<file path="config.mk">
export PLATFORM = sky130hd
export DESIGN_NAME = a5_1_keystream_generator_top_flat
export DESIGN_NICKNAME = d
export VERILOG_FILES = /design/src/sv/a51_pkg.sv /design/src/sv/a51_if.sv /design/src/sv/a51_lfsr_unit.sv /design/src/sv/a5_1_keystream_generator_top.sv /design/src/flat_wrapper.sv
export SDC_FILE = /design/constraint.sdc
export NUM_CORES = 1
export LEC_CHECK = 0
export BUFFER_PORTS_ARGS = -buffer_cell sky130_fd_sc_hd__buf_2
export CAP_MARGIN = 20
export CORE_MARGIN = 3
export CORE_UTILIZATION = 45
export CTS_CLUSTER_DIAMETER = 40
export DETAILED_ROUTE_END_ITERATION = 12
export GPL_ROUTABILITY_DRIVEN = 0
export SYNTH_ARGS = -nofsm -noshare
export SYNTH_HDL_FRONTEND = slang
export SYNTH_SLANG_ARGS = --single-unit
</file>
<file path="constraint.sdc">
create_clock -name clk -period 11.9 [get_ports clk]
set_input_delay 2.38 -clock clk [delete_from_list [all_inputs] [get_ports clk]]
set_output_delay 2.38 -clock clk [all_outputs]
set_load 0.05 [all_outputs]
</file>
<file path="src/sv/a51_pkg.sv">
`timescale 1ns / 1ps
// ----------------------------------------------------------------------------
// a51_pkg
// Shared types and constants of the A5/1 keystream generator.
// ----------------------------------------------------------------------------
package a51_pkg;

  localparam int KEY_W   = 64;
  localparam int FRAME_W = 22;
  localparam int R1_W    = 19;
  localparam int R2_W    = 22;
  localparam int R3_W    = 23;

  localparam logic [R1_W-1:0] R1_TAPS = 19'h72000;
  localparam logic [R2_W-1:0] R2_TAPS = 22'h300000;
  localparam logic [R3_W-1:0] R3_TAPS = 23'h700080;

  localparam int R1_MID = 8;
  localparam int R2_MID = 10;
  localparam int R3_MID = 10;

  typedef enum logic [1:0] {
    OP_HOLD  = 2'd0,
    OP_CLEAR = 2'd1,
    OP_ALL   = 2'd2,
    OP_MAJ   = 2'd3
  } lfsr_op_t;

  typedef struct packed {
    lfsr_op_t op;
    logic     inbit;
  } lfsr_ctrl_t;

endpackage

</file>
<file path="src/sv/a51_if.sv">
`timescale 1ns / 1ps
// ----------------------------------------------------------------------------
// a51 channel interfaces
// Valid/ready channels for frame input, keystream output and key write.
// ----------------------------------------------------------------------------
interface a51_in_if;
  logic                         valid;
  logic                         ready;
  logic [a51_pkg::FRAME_W-1:0]  frame_number;
  modport source (output valid, output frame_number, input ready);
  modport sink   (input valid, input frame_number, output ready);
endinterface

interface a51_out_if;
  logic       valid;
  logic       ready;
  logic [7:0] keystream_byte;
  logic       direction;
  logic [3:0] byte_index;
  logic       last;
  modport source (output valid, output keystream_byte, output direction,
                  output byte_index, output last, input ready);
  modport sink   (input valid, input keystream_byte, input direction,
                  input byte_index, input last, output ready);
endinterface

interface a51_cfg_if;
  logic                        valid;
  logic                        ready;
  logic [a51_pkg::KEY_W-1:0]   session_key;
  modport source (output valid, output session_key, input ready);
  modport sink   (input valid, input session_key, output ready);
endinterface

</file>
<file path="src/sv/a51_lfsr_unit.sv">
`timescale 1ns / 1ps
// ----------------------------------------------------------------------------
// a51_lfsr_unit
// The three A5/1 shift registers with clear, clock-all and majority step.
// ----------------------------------------------------------------------------
module a51_lfsr_unit (
  input  logic                clk,
  input  a51_pkg::lfsr_ctrl_t ctrl,
  output logic                step_bit
);

  logic [a51_pkg::R1_W-1:0] r1_r, r1_nxt, r1_sh;
  logic [a51_pkg::R2_W-1:0] r2_r, r2_nxt, r2_sh;
  logic [a51_pkg::R3_W-1:0] r3_r, r3_nxt, r3_sh;
  logic                     m1, m2, m3, maj;

  always_comb begin
    r1_sh = {r1_r[a51_pkg::R1_W-2:0], ^(r1_r & a51_pkg::R1_TAPS)};
    r2_sh = {r2_r[a51_pkg::R2_W-2:0], ^(r2_r & a51_pkg::R2_TAPS)};
    r3_sh = {r3_r[a51_pkg::R3_W-2:0], ^(r3_r & a51_pkg::R3_TAPS)};
    m1  = r1_r[a51_pkg::R1_MID];
    m2  = r2_r[a51_pkg::R2_MID];
    m3  = r3_r[a51_pkg::R3_MID];
    maj = (m1 & m2) | (m1 & m3) | (m2 & m3);
    r1_nxt = r1_r;
    r2_nxt = r2_r;
    r3_nxt = r3_r;
    case (ctrl.op)
      a51_pkg::OP_CLEAR: begin
        r1_nxt = '0;
        r2_nxt = '0;
        r3_nxt = '0;
      end
      a51_pkg::OP_ALL: begin
        r1_nxt = r1_sh ^ {{(a51_pkg::R1_W-1){1'b0}}, ctrl.inbit};
        r2_nxt = r2_sh ^ {{(a51_pkg::R2_W-1){1'b0}}, ctrl.inbit};
        r3_nxt = r3_sh ^ {{(a51_pkg::R3_W-1){1'b0}}, ctrl.inbit};
      end
      a51_pkg::OP_MAJ: begin
        if (m1 == maj) r1_nxt = r1_sh;
        if (m2 == maj) r2_nxt = r2_sh;
        if (m3 == maj) r3_nxt = r3_sh;
      end
      default: begin
        r1_nxt = r1_r;
      end
    endcase
    // keystream bit of the stepped state
    step_bit = r1_nxt[a51_pkg::R1_W-1] ^ r2_nxt[a51_pkg::R2_W-1] ^
               r3_nxt[a51_pkg::R3_W-1];
  end

  always_ff @(posedge clk) begin
    r1_r <= r1_nxt;
    r2_r <= r2_nxt;
    r3_r <= r3_nxt;
  end

endmodule

</file>
<file path="src/sv/a5_1_keystream_generator_top.sv">
`timescale 1ns / 1ps
// A frame transaction clears the registers, then key and frame are loaded, the
//   state is mixed by MIX_STEPS majority steps and keystream bytes are registered;
//   one LFSR step per cycle through the shared register unit, but for stalls while
//   a finished byte waits on out_ch.ready. A new frame is taken only in idle.
// Reset: synchronous active-low rst_n returns the sequencer to idle, drops the
//   output valid and clears the session key to zero.
// ----------------------------------------------------------------------------
// a5_1_keystream_generator_top
// A5/1 key setup and keystream generation, emitted as bytes per direction.
// ----------------------------------------------------------------------------
module a5_1_keystream_generator_top #(
  parameter int MIX_STEPS          = 100,
  parameter int BITS_PER_DIRECTION = 114
) (
  input  logic      clk,
  input  logic      rst_n,
  a51_in_if.sink    in_ch,
  a51_out_if.source out_ch,
  a51_cfg_if.sink   cfg_ch
);

  localparam int LOAD_STEPS = a51_pkg::KEY_W + a51_pkg::FRAME_W;
  localparam int MIX_CW     = $clog2(MIX_STEPS);
  localparam int CNT_W      = (MIX_CW > 7) ? MIX_CW : 7;
  localparam int BIT_CW     = $clog2(BITS_PER_DIRECTION);
  localparam int STEP_W     = (BIT_CW > 7) ? BIT_CW : 7;

  typedef enum logic [3:0] {
    ST_IDLE = 4'b0001,
    ST_LOAD = 4'b0010,
    ST_MIX  = 4'b0100,
    ST_GEN  = 4'b1000
  } seq_state_t;

  seq_state_t               state_r, state_nxt;
  logic [CNT_W-1:0]         cnt_r, cnt_nxt;
  logic [STEP_W-1:0]        step_r, step_nxt;
  logic                     dir_r, dir_nxt;
  logic [7:0]               acc_r, acc_nxt, acc_new;
  logic [LOAD_STEPS-1:0]    sh_r, sh_nxt;
  logic [a51_pkg::KEY_W-1:0] key_r;
  logic                     out_valid_r, out_valid_nxt;
  logic [7:0]               out_byte_r;
  logic                     out_dir_r;
  logic [3:0]               out_idx_r;
  logic                     out_last_r;

  a51_pkg::lfsr_ctrl_t      ctrl;
  logic                     step_bit;
  logic                     can_emit, bit_last, byte_end, emit;
  logic [2:0]               pos;

  a51_lfsr_unit u_lfsr (
    .clk      (clk),
    .ctrl     (ctrl),
    .step_bit (step_bit)
  );

  assign in_ch.ready           = (state_r == ST_IDLE);
  assign cfg_ch.ready          = 1'b1;
  assign out_ch.valid          = out_valid_r;
  assign out_ch.keystream_byte = out_byte_r;
  assign out_ch.direction      = out_dir_r;
  assign out_ch.byte_index     = out_idx_r;
  assign out_ch.last           = out_last_r;

  always_comb begin
    can_emit  = !out_valid_r || out_ch.ready;
    pos       = step_r[2:0];
    bit_last  = (step_r == STEP_W'(BITS_PER_DIRECTION - 1));
    byte_end  = (pos == 3'd7) || bit_last;
    acc_new   = acc_r | ({7'd0, step_bit} << (3'd7 - pos));
    emit      = 1'b0;
    ctrl.op    = a51_pkg::OP_HOLD;
    ctrl.inbit = 1'b0;
    state_nxt = state_r;
    cnt_nxt   = cnt_r;
    step_nxt  = step_r;
    dir_nxt   = dir_r;
    acc_nxt   = acc_r;
    sh_nxt    = sh_r;
    case (state_r)
      ST_IDLE: begin
        if (in_ch.valid) begin
          ctrl.op   = a51_pkg::OP_CLEAR;
          sh_nxt    = {in_ch.frame_number, key_r};
          cnt_nxt   = CNT_W'(LOAD_STEPS - 1);
          state_nxt = ST_LOAD;
        end
      end
      ST_LOAD: begin
        ctrl.op    = a51_pkg::OP_ALL;
        ctrl.inbit = sh_r[0];
        sh_nxt     = sh_r >> 1;
        if (cnt_r == '0) begin
          cnt_nxt   = CNT_W'(MIX_STEPS - 1);
          state_nxt = ST_MIX;
        end else begin
          cnt_nxt = cnt_r - 1'b1;
        end
      end
      ST_MIX: begin
        ctrl.op = a51_pkg::OP_MAJ;
        if (cnt_r == '0) begin
          step_nxt  = '0;
          dir_nxt   = 1'b0;
          acc_nxt   = '0;
          state_nxt = ST_GEN;
        end else begin
          cnt_nxt = cnt_r - 1'b1;
        end
      end
      ST_GEN: begin
        if (!byte_end || can_emit) begin
          ctrl.op = a51_pkg::OP_MAJ;
          if (byte_end) begin
            emit    = 1'b1;
            acc_nxt = '0;
          end else begin
            acc_nxt = acc_new;
          end
          if (bit_last) begin
            step_nxt = '0;
            dir_nxt  = 1'b1;
            if (dir_r) state_nxt = ST_IDLE;
          end else begin
            step_nxt = step_r + 1'b1;
          end
        end
      end
      default: begin
        state_nxt = ST_IDLE;
      end
    endcase
    if (emit) begin
      out_valid_nxt = 1'b1;
    end else if (out_ch.ready) begin
      out_valid_nxt = 1'b0;
    end else begin
      out_valid_nxt = out_valid_r;
    end
  end

  always_ff @(posedge clk) begin
    if (!rst_n) begin
      state_r     <= ST_IDLE;
      cnt_r       <= '0;
      step_r      <= '0;
      dir_r       <= 1'b0;
      out_valid_r <= 1'b0;
      key_r       <= '0;
    end else begin
      state_r     <= state_nxt;
      cnt_r       <= cnt_nxt;
      step_r      <= step_nxt;
      dir_r       <= dir_nxt;
      out_valid_r <= out_valid_nxt;
      if (cfg_ch.valid) key_r <= cfg_ch.session_key;
    end
  end

  always_ff @(posedge clk) begin
    acc_r <= acc_nxt;
    sh_r  <= sh_nxt;
    if (emit) begin
      out_byte_r <= acc_new;
      out_dir_r  <= dir_r;
      out_idx_r  <= step_r[6:3];
      out_last_r <= dir_r && bit_last;
    end
  end

endmodule

</file>
<file path="src/flat_wrapper.sv">
// flat-port wrapper written by rule: the top's interface ports become plain ports
module a5_1_keystream_generator_top_flat 
#(
  parameter int MIX_STEPS          = 100,
  parameter int BITS_PER_DIRECTION = 114
)
  (clk, rst_n, in_ch_valid, in_ch_frame_number, in_ch_ready, out_ch_valid, out_ch_keystream_byte, out_ch_direction, out_ch_byte_index, out_ch_last, out_ch_ready, cfg_ch_valid, cfg_ch_session_key, cfg_ch_ready);
  a51_in_if in_ch_i ();
  a51_out_if out_ch_i ();
  a51_cfg_if cfg_ch_i ();
  input  logic clk;
  input  logic rst_n;
  input wire logic [$bits(in_ch_i.valid)-1:0] in_ch_valid;
  input wire logic [$bits(in_ch_i.frame_number)-1:0] in_ch_frame_number;
  output wire logic [$bits(in_ch_i.ready)-1:0] in_ch_ready;
  output wire logic [$bits(out_ch_i.valid)-1:0] out_ch_valid;
  output wire logic [$bits(out_ch_i.keystream_byte)-1:0] out_ch_keystream_byte;
  output wire logic [$bits(out_ch_i.direction)-1:0] out_ch_direction;
  output wire logic [$bits(out_ch_i.byte_index)-1:0] out_ch_byte_index;
  output wire logic [$bits(out_ch_i.last)-1:0] out_ch_last;
  input wire logic [$bits(out_ch_i.ready)-1:0] out_ch_ready;
  input wire logic [$bits(cfg_ch_i.valid)-1:0] cfg_ch_valid;
  input wire logic [$bits(cfg_ch_i.session_key)-1:0] cfg_ch_session_key;
  output wire logic [$bits(cfg_ch_i.ready)-1:0] cfg_ch_ready;
  assign in_ch_i.valid = in_ch_valid;
  assign in_ch_i.frame_number = in_ch_frame_number;
  assign in_ch_ready = in_ch_i.ready;
  assign out_ch_valid = out_ch_i.valid;
  assign out_ch_keystream_byte = out_ch_i.keystream_byte;
  assign out_ch_direction = out_ch_i.direction;
  assign out_ch_byte_index = out_ch_i.byte_index;
  assign out_ch_last = out_ch_i.last;
  assign out_ch_i.ready = out_ch_ready;
  assign cfg_ch_i.valid = cfg_ch_valid;
  assign cfg_ch_i.session_key = cfg_ch_session_key;
  assign cfg_ch_ready = cfg_ch_i.ready;
  a5_1_keystream_generator_top #(.MIX_STEPS(MIX_STEPS), .BITS_PER_DIRECTION(BITS_PER_DIRECTION)) u_core (.clk(clk), .rst_n(rst_n), .in_ch(in_ch_i), .out_ch(out_ch_i), .cfg_ch(cfg_ch_i));
endmodule
</file>
==> key figures <==
Die
  – IO Count: 108
  – Cell Rows: 55
  – Core area: 23000 um^2
  – Starting Density: 0.465
  – Die Ht: 160 um
  – Die W: 160 um
  – Die area: 25600 um^2

Clock tree
  – CTS tree: built
  – Post-CTS Setup Bufs: 0
  – Clk sinks: 256
  – Clk_lat worst skew: 510 ps
  – CTS root buffer: clkbuf_16
  – CTS Hold Buffers Added: 0
  – Post-cts resize count: 0
  – CTS max path bufs: 3
  – # H-tree levels: 2
  – CTS buffer count: 37
  – Clk slew on worst S/H paths: 50 ps

Critical path
  – R2R Setup Slk: 8780 ps
  – Worst r2r src: u_core.state_r[1]
  – Worst-path fanout max: 10
  – Worst path arrival time: 2060 ps
  – Worst r2r dst: u_core.cnt_r[3]
  – Critical path class: reg2out
  – Worst EP required: 9520 ps
  – Worst r2r path cells: 6
  – Setup crit end kind: output pin
  – Critical Path Start Type: flop
  – Critical path origin: u_core.state_r[0]

Power and ir drop
  – Sw Ratio: 0.237
  – Clock network fraction of total power: 0.436
  – Reg power frac: 0.451
  – Power Total: 2.59 mW
  – Psw: 0.612 mW
  – Cell Int Power: 1.97 mW
  – Comb power frac: 0.113
  – Lkg Pwr: 5.12 nW
  – Worst VDD drop: 0.116 mV
  – P per Cell Area: 201 nW/um^2

STA
  – Tmin final: 4440 ps
  – Maximum clock rate: 225 MHz
  – Max-slew headroom: 0.303
  – Final setup fails: 0
  – Setup TNS: 0 ps
  – Fin. max-slew vios: 0
  – RSZ-0062 raised after global routing: false
  – Clock Skew: 16.4 ps
  – Hold Fails Final Rpt: 0
  – Tightest Pin Transition: 1050 ps
  – Final Cycle Share: 0.373

Route
  – Post-DR vias/cell: 5.11
  – Routed WL: 19500 um
  – Vias: 6373
  – Initial DRC Count: 343
  – Drt wl/cell: 15.6 um
  – Routed Antenna Nets: 0
  – DRC Markers: 0
  – Initial DRT Pass Iterations: 5

Yosys
  – Average size of a mapped cell: 13.6 um^2
  – Mapped cell area: 10700 um^2
  – Post-synthesis register bit count: 256
  – Ys async rst share: 0
  – Yosys cell types: 55
  – Yosys Warn Count: 0
  – Synth Flop Type: edfxtp_1
  – Post-synthesis cell count: 787
  – Seq/Total Area, Yosys: 0.638
  – Syn_nets: 886
  – Post-synth EDFFs: 169

Global routing
  – Total gr overflow: 0
  – Largest net degree at the start of global routing: 85
  – First-pass GRT wire length: 31900 um
  – Vias in the first global route: 6449
  – Initial antenna violation count: 5
  – GRT Total Usage: 0.150

Layout
  – Post-Layout Cell Count: 1247
  – Area Growth Syn to Fin: 20.5%
  – Layout cell share with drive strength beyond 1: 0.307
  – Layout Nets: 1003
  – Fillers: 1925

Worst hold path
  – Worst Hold Endpoint: u_core.key_r[11]
  – Hold-critical path depth: 2
  – Origin of the worst min-delay path: u_core.key_r[11]
  – Hold WC Path Type: reg2reg

Flow run
  – # Max-Cap Violations: 0

Placement
  – Port Buf Inserts: 106
  – Post-DP HPWL: 12000 um
  – Placed cells: 1172

Run status
  – Outcome: finished clean
[cells by family after synthesis]
kind of cell / after synthesis / share of synthesized area
buf+inv: 61 / 0.0243
flops: 256 / 0.638
compound gates: 73 / 0.0502
simple gates: 218 / 0.110
mux: 154 / 0.154
fa+ha+maj: 9 / 0.0103
xor+xnor: 15 / 0.0130
other cells: 1 / 0.000351
[critical path: stages (launching register included)]
cell and delay, ps:
dfxtp_1 640, nor4b_2 550, buf_2 360
[worst max-delay path by stage]
stage	depth (start not counted)	endpoint
final	2	in_ch_ready
after global routing	2	in_ch_ready
after CTS	2	in_ch_ready
after detailed placement	8	u_core.acc_r[1]
after global placement	8	u_core.acc_r[1]
after floorplan	7	u_core.acc_r[5]
[registers in the layout (all words and copies together), names as in the netlist, 4 cells and up]
| name | flops |
|---|---|
| u_core.u_lfsr.r1_r | 19 |
| u_core.u_lfsr.r3_r | 23 |
| u_core.acc_r | 8 |
| u_core.cnt_r | 7 |
| u_core.u_lfsr.r2_r | 22 |
| u_core.state_r | 4 |
| u_core.sh_r | 86 |
| u_core.out_ch.keystream_byte | 8 |
| u_core.out_ch.byte_index | 4 |
| u_core.key_r | 64 |
| u_core.step_r | 7 |
[cell usage after synthesis (12+ instances only)]
cell,n,share of area
edfxtp_1,169,0.47
mux2i_1,67,0.063
nand2_1,17,0.0060
clkbuf_1,28,0.0098
mux2_2,87,0.092
and2_1,57,0.033
a21oi_1,21,0.0098
dfxtp_1,87,0.16
inv_1,20,0.0070
a31oi_1,12,0.0070
nor2_1,91,0.032
[power by group through the flow]
stage / logic [mW] / clock network [mW] / registers (mW)
3_3_place_gp: 0.276 / 0 / 1.18
3_5_place_dp: 0.286 / 0 / 1.18
6_report: 0.292 / 1.13 / 1.17
4_1_cts: 0.287 / 1.16 / 1.17
5_1_grt: 0.326 / 1.20 / 1.18
2_1_floorplan: 0.221 / 0 / 1.16
[cells in the final DEF (no fill, tap or decap), types with 8 or more instances in the layout]
cell type  instances
a31oi_1           12
mux2i_1           67
nand3_1           11
xnor2_1            9
a21oi_1           21
dfxtp_1           87
o21ai_0            9
buf_2            106
ha_1               8
inv_1             18
clkbuf_16         40
nor2_1            91
nor2b_1            8
buf_4             11
clkbuf_1           8
edfxtp_1         169
nand2_1           17
and2_1            57
mux2_2            87
[metal layers]
| metal | up-vias | routed length (um) | global-route usage |
|---|---|---|---|
| li1 | 3101 | - | - |
| met1 | 3063 | 8970 | 0.197 |
| met2 | 150 | 8760 | 0.233 |
| met3 | 51 | 1250 | 0.0498 |
| met4 | 8 | 459 | 0.0509 |
| met5 | - | 48 | 0 |
[final cells by class]
| cell class | count | area, um^2 | share of cell area |
|---|---|---|---|
| Antenna cell | 1 | 2.50 | 0.000194 |
| Clock buffer | 51 | 1070 | 0.0832 |
| Clock inverter | 17 | 233 | 0.0181 |
| Inverter | 20 | 76.3 | 0.00592 |
| Multi-Input combinational cell | 470 | 3620 | 0.281 |
| Sequential cell | 256 | 6820 | 0.529 |
| Tap cell | 313 | 392 | 0.0304 |
| Timing Repair Buffer | 119 | 668 | 0.0519 |
[per-stage QoR]
stage                      util  setup WS (ps)  hold WS [ps]  cell area (um^2)
after floorplan               -           5990           444             10700
final                     0.561           7460           488             12900
after global routing      0.561           7310           506             12900
after detailed placement  0.500           6930           478             11500
after CTS                 0.557           7410           492             12800
after global placement    0.500           7040           461             11500
Power figures use the tool's default switching activity.
